===== src/hw/rtl/djd_pkg.sv =====
// Shared types, sizes and codes of the dataflow job dispatcher.
package djd_pkg;

   localparam int BUFFERS        = 256;
   localparam int JOB_SLOTS      = 64;
   localparam int THREAD_SLOTS   = 16;
   localparam int MAX_JOB_INPUTS = 9;
   localparam int MAX_DISPATCH   = 15;

   localparam int BUF_AW  = $clog2(BUFFERS);
   localparam int BUF_CW  = $clog2(BUFFERS + 1);
   localparam int JOB_AW  = $clog2(JOB_SLOTS);
   localparam int JOB_CW  = $clog2(JOB_SLOTS + 1);
   localparam int WRK_AW  = $clog2(THREAD_SLOTS);
   localparam int CNT_W   = $clog2(MAX_JOB_INPUTS + 1);
   localparam int LIST_N  = JOB_SLOTS * MAX_JOB_INPUTS;
   localparam int LIST_AW = $clog2(LIST_N);
   localparam int CLR_N   = (BUFFERS > JOB_SLOTS) ? BUFFERS : JOB_SLOTS;
   localparam int CLR_W   = $clog2(CLR_N);
   localparam int REF_W   = 16;

   localparam logic [2:0] F_NEW    = 3'd0;
   localparam logic [2:0] F_OPEN   = 3'd1;
   localparam logic [2:0] F_REL    = 3'd2;
   localparam logic [2:0] F_DROP   = 3'd3;
   localparam logic [2:0] F_SUBMIT = 3'd4;
   localparam logic [2:0] F_IDLE   = 3'd5;
   localparam logic [2:0] F_DONE   = 3'd6;
   localparam logic [2:0] F_QUERY  = 3'd7;

   localparam logic [1:0] BS_FREE  = 2'd0;
   localparam logic [1:0] BS_AWAIT = 2'd1;
   localparam logic [1:0] BS_OPEN  = 2'd2;
   localparam logic [1:0] BS_REL   = 2'd3;

   localparam logic [1:0] JS_FREE = 2'd0;
   localparam logic [1:0] JS_WAIT = 2'd1;
   localparam logic [1:0] JS_RUN  = 2'd2;

   localparam logic [2:0] E_NONE    = 3'd0;
   localparam logic [2:0] E_NOBUF   = 3'd1;
   localparam logic [2:0] E_NOTAWT  = 3'd2;
   localparam logic [2:0] E_NOSLOT  = 3'd3;
   localparam logic [2:0] E_INPUTS  = 3'd4;

   typedef struct packed {
      logic [2:0] func;
      logic [7:0] buffer_id;
      logic [7:0] program_req;
      logic       last_input;
      logic [5:0] job_id;
      logic [3:0] worker_id;
      logic       buf_ok;
      logic       job_ok;
      logic       wrk_ok;
   } event_type;

   typedef struct packed {
      logic       kind;
      logic [7:0] new_buffer;
      logic       buffer_ready;
      logic [2:0] error;
      logic [5:0] dispatched_job;
      logic [3:0] dispatched_worker;
      logic [7:0] dispatched_program;
      logic       last_result;
   } result_type;

   typedef struct packed {
      logic clearing;
      logic take;
   } back_status_type;

endpackage


===== src/hw/rtl/djd_front.sv =====
// Request intake: classify each request and hold it in a short queue.
module djd_front (
   input  logic                        clock,
   input  logic                        reset,
   input  logic                        req_valid,
   output logic                        req_ready,
   input  logic [2:0]                  req_func,
   input  logic [7:0]                  req_buffer_id,
   input  logic [7:0]                  req_program_req,
   input  logic                        req_last_input,
   input  logic [5:0]                  req_job_id,
   input  logic [3:0]                  req_worker_id,
   input  djd_pkg::back_status_type    status,
   output logic                        q_valid,
   output djd_pkg::event_type          q_event
);
   import djd_pkg::*;

   localparam int QD = 4;
   localparam int QAW = $clog2(QD);

   event_type           fifo_ff [QD];
   logic [QAW-1:0]      wr_ptr_ff, wr_ptr_in, rd_ptr_ff, rd_ptr_in;
   logic [QAW:0]        count_ff, count_in;
   event_type           ev;
   logic                push, pop;

   always_comb begin
      ev.func        = req_func;
      ev.buffer_id   = req_buffer_id;
      ev.program_req = req_program_req;
      ev.last_input  = req_last_input;
      ev.job_id      = req_job_id;
      ev.worker_id   = req_worker_id;
      ev.buf_ok      = (req_buffer_id != 8'd0) && (32'(req_buffer_id) < BUFFERS);
      ev.job_ok      = (req_job_id != 6'd0) && (32'(req_job_id) < JOB_SLOTS);
      ev.wrk_ok      = (req_worker_id != 4'd0) && (32'(req_worker_id) < THREAD_SLOTS);
   end

   assign req_ready = (32'(count_ff) < QD) && !status.clearing;
   assign push      = req_valid && req_ready;
   assign q_valid   = (count_ff != '0);
   assign pop       = status.take && q_valid;
   assign q_event   = fifo_ff[rd_ptr_ff];

   always_comb begin
      wr_ptr_in = push ? wr_ptr_ff + 1'b1 : wr_ptr_ff;
      rd_ptr_in = pop ? rd_ptr_ff + 1'b1 : rd_ptr_ff;
      count_in  = count_ff + (QAW+1)'(push) - (QAW+1)'(pop);
   end

   always_ff @(posedge clock) begin
      if (reset) begin
         wr_ptr_ff <= '0;
         rd_ptr_ff <= '0;
         count_ff  <= '0;
      end else begin
         wr_ptr_ff <= wr_ptr_in;
         rd_ptr_ff <= rd_ptr_in;
         count_ff  <= count_in;
      end
   end

   always_ff @(posedge clock) begin
      if (push) begin
         fifo_ff[wr_ptr_ff] <= ev;
      end
   end

endmodule


===== config.mk =====
export PLATFORM = sky130hd
export DESIGN_NAME = djd_front
export DESIGN_NICKNAME = d
export VERILOG_FILES = /design/src/hw/rtl/djd_pkg.sv /design/src/hw/rtl/djd_front.sv
export SDC_FILE = /design/constraint.sdc
export NUM_CORES = 1
export LEC_CHECK = 0
export BUFFER_PORTS_ARGS = -buffer_cell sky130_fd_sc_hd__buf_2
export CORE_MARGIN = 2
export CORE_UTILIZATION = 30
export DETAILED_ROUTE_END_ITERATION = 8
export HOLD_SLACK_MARGIN = 0.15
export SKIP_LAST_GASP = 1
export SYNTH_ARGS = -nofsm -noshare
export SYNTH_HDL_FRONTEND = slang
export SYNTH_SLANG_ARGS = --single-unit

===== constraint.sdc =====
create_clock -name clock -period 3.9 [get_ports clock]
set_input_delay 0.78 -clock clock [delete_from_list [all_inputs] [get_ports clock]]
set_output_delay 0.78 -clock clock [all_outputs]
set_load 0.005 [all_outputs]

==> out/qor.txt <==
critical path peak fanout = 25
Leakage Power = 2.18 nW
total number of vias = 2,429
Post-synth EDFFs = 132
Layout area overhead = 22.3%
CTS buffer count = 17
relative slew slack = 0.372
busiest grt layer = met2
clock latency on the worst-skew pair = 0.40 ns
clock sinks = 141
total gr overflow = 0
post_cts resized = 0
Residual DRC = 0
Max Cap Viol = 0
full die area = 0.0187 mm²
Die X-Extent = 137 µm
final worst path period share = 0.763
sequential fraction of the synthesis area = 0.782
post-route ant nets = 0
die height = 137 µm
syn_area_per_cell = 23.5 µm²
critical path arrival = 2.20 ns
CP endpoint kind = primary output
# IOs = 70
initial core utilization = 0.306
kind of critical path = reg -> out
Synth Warn # = 0
most frequent cells in the layout = edfxtp_1, buf_2, mux4_2
unrepaired setup endpoints after global routing = false
total wire length = 9370 µm
synthesis-stage register bit count = 141
peak supply drop = 309 µV
Power Dens Cells = 640 mW/mm²
clk buf depth = 2
number of global-route vias before repair = 2,600
Global Route met3 Usage = 0.0474
Main synth FF type = edfxtp_1
measured slew at the worst slew-check pin = 0.942 ns
Hold Fails Final Rpt = 0
setup violators final = 0
root buf cell = clkbuf_16
Post-CTS Hold Buffers = 0
Min Hold Slack = 0.536 ns
ys async rst share = 0
Routed WL per cell = 17.2 µm
synth unique cells = 24
Final Cell Area = 0.00648 mm²
Worst Setup Start Kind = flip-flop
number of vias per cell = 4.45
CTS H-tree lvls = 4
Setup TNS = 0 ns
global-route usage over all layers = 0.108
Placed Instance Area = 0.00585 mm²
Port Buffers = 69
minimum clock period after layout = 2.98 ns
TritonCTS clock tree = yes
first-pass GRT wire length = 14,200 µm
Reg clk slew, reported paths = 0.06 ns
initial antenna violation count = 3
drt pass-1 iters = 4
RePlAce Congestion = 0.664
HPWL after detailed placement = 5640 µm
fin. max-slew vios = 0
maximum clock frequency = 0.336 GHz
First DRT Iteration DRCs = 175
outcome = finished, final reports clean
largest net degree at the start of global routing = 34
Setup Skew = 0.00431 ns
global routing usage on met1 = 0.127
layout cells sized above 1 = 0.423
Worst Path Required = 3.12 ns
commonest non-fill, non-tap cell in the layout = edfxtp_1
global-route met2 utilization = 0.171
post-synthesis cell area = 0.00530 mm²
Post-CTS Setup Repair Bufs = 0
syn_nets = 267
core area = 0.0173 mm²
Nets = 348
Core Rows = 48
Hold Path Class = reg -> reg
Mapped Cells = 225
==> worst max-delay path: stages (launching register included) <==
cell and delay (ns):
dfxtp_2 0.50, buf_4 0.50, mux4_1 0.62, buf_2 0.15
==> sequential cells by signal, indices dropped and copies added, names as in the netlist, named ones only <==
signal	cells
count_ff	3
fifo_ff	132
rd_ptr_ff	2
wr_ptr_ff	2
==> synth_stat cells (all sizes together), types with 2 or more instances <==
cell type / instances / share of area
nor2: 8 / 0.0057
nand2: 2 / 0.0014
mux4: 33 / 0.14
nor2b: 2 / 0.0024
inv: 6 / 0.0043
nor4: 3 / 0.0035
xnor2: 4 / 0.0066
buf: 7 / 0.016
ha: 6 / 0.014
edfxtp: 132 / 0.75
and2: 4 / 0.0047
dfxtp: 9 / 0.034
==> metrics by stage <==
| step | utilization | setup slack [ns] | instances | power, mW |
|---|---|---|---|---|
| after global routing | 0.375 | 0.719 | 545 | 4.34 |
| after global placement | 0.338 | 1.24 | 512 | 2.52 |
| after floorplan | - | 1.43 | 225 | 2.31 |
| final | 0.375 | 0.922 | 546 | 4.15 |
| after detailed placement | 0.338 | 1.14 | 512 | 2.53 |
| after CTS | 0.374 | 0.817 | 544 | 4.22 |
==> routing by layer <==
layer  up-vias  part of all wire
met4         2             0.018
met5         -            0.0014
met1      1255              0.42
met3        14             0.069
met2        60              0.50
li1       1098                 -
==> final timing paths <==
| check | startpoint | to | slack, ns | cells after the start |
|---|---|---|---|---|
| setup / recovery | flip-flop | q_event[28] | 0.92 | 3 |
| hold / removal | rd_ptr_ff[1] | rd_ptr_ff[1] | 0.54 | 2 |
| setup reg to reg | count_ff[2] | count_ff[2] | 1.66 | 9 |
| hold reg to reg | rd_ptr_ff[1] | rd_ptr_ff[1] | 0.54 | 2 |
==> cells by family (layout without fill, tap and decap cells) <==
| kind of cell | Yosys count | in the layout | synth area share |
|---|---|---|---|
| AO/OA/AOI/OAI | 2 | 2 | 0.00331 |
| XOR/XNOR | 5 | 5 | 0.00827 |
| adder cells (fa/ha/maj) | 7 | 7 | 0.0179 |
| buffers and inverters | 14 | 108 | 0.0213 |
| flip-flops | 141 | 141 | 0.782 |
| multiplexers | 34 | 34 | 0.144 |
| other | 0 | 2 | 0 |
| AND/OR/NAND/NOR | 22 | 22 | 0.0227 |
==> cell type report <==
cell class / count / area [µm²]
fill: 1605 / 10800
clock buffer: 17 / 425
clock inverter: 15 / 201
sequential: 141 / 4150
timing repair buffer: 70 / 353
antenna: 2 / 5.00
multi-input combinational: 70 / 1050
tap: 225 / 282
inverter: 6 / 22.5
==> report_power, final <==
group	switching (mW)	internal (mW)	leakage, nW
logic	0.285	0.365	0.589
registers	0.0770	1.74	1.28
clock network	0.562	1.12	0.306
total	0.924	3.23	2.18
(Power assumes the default switching activity.)
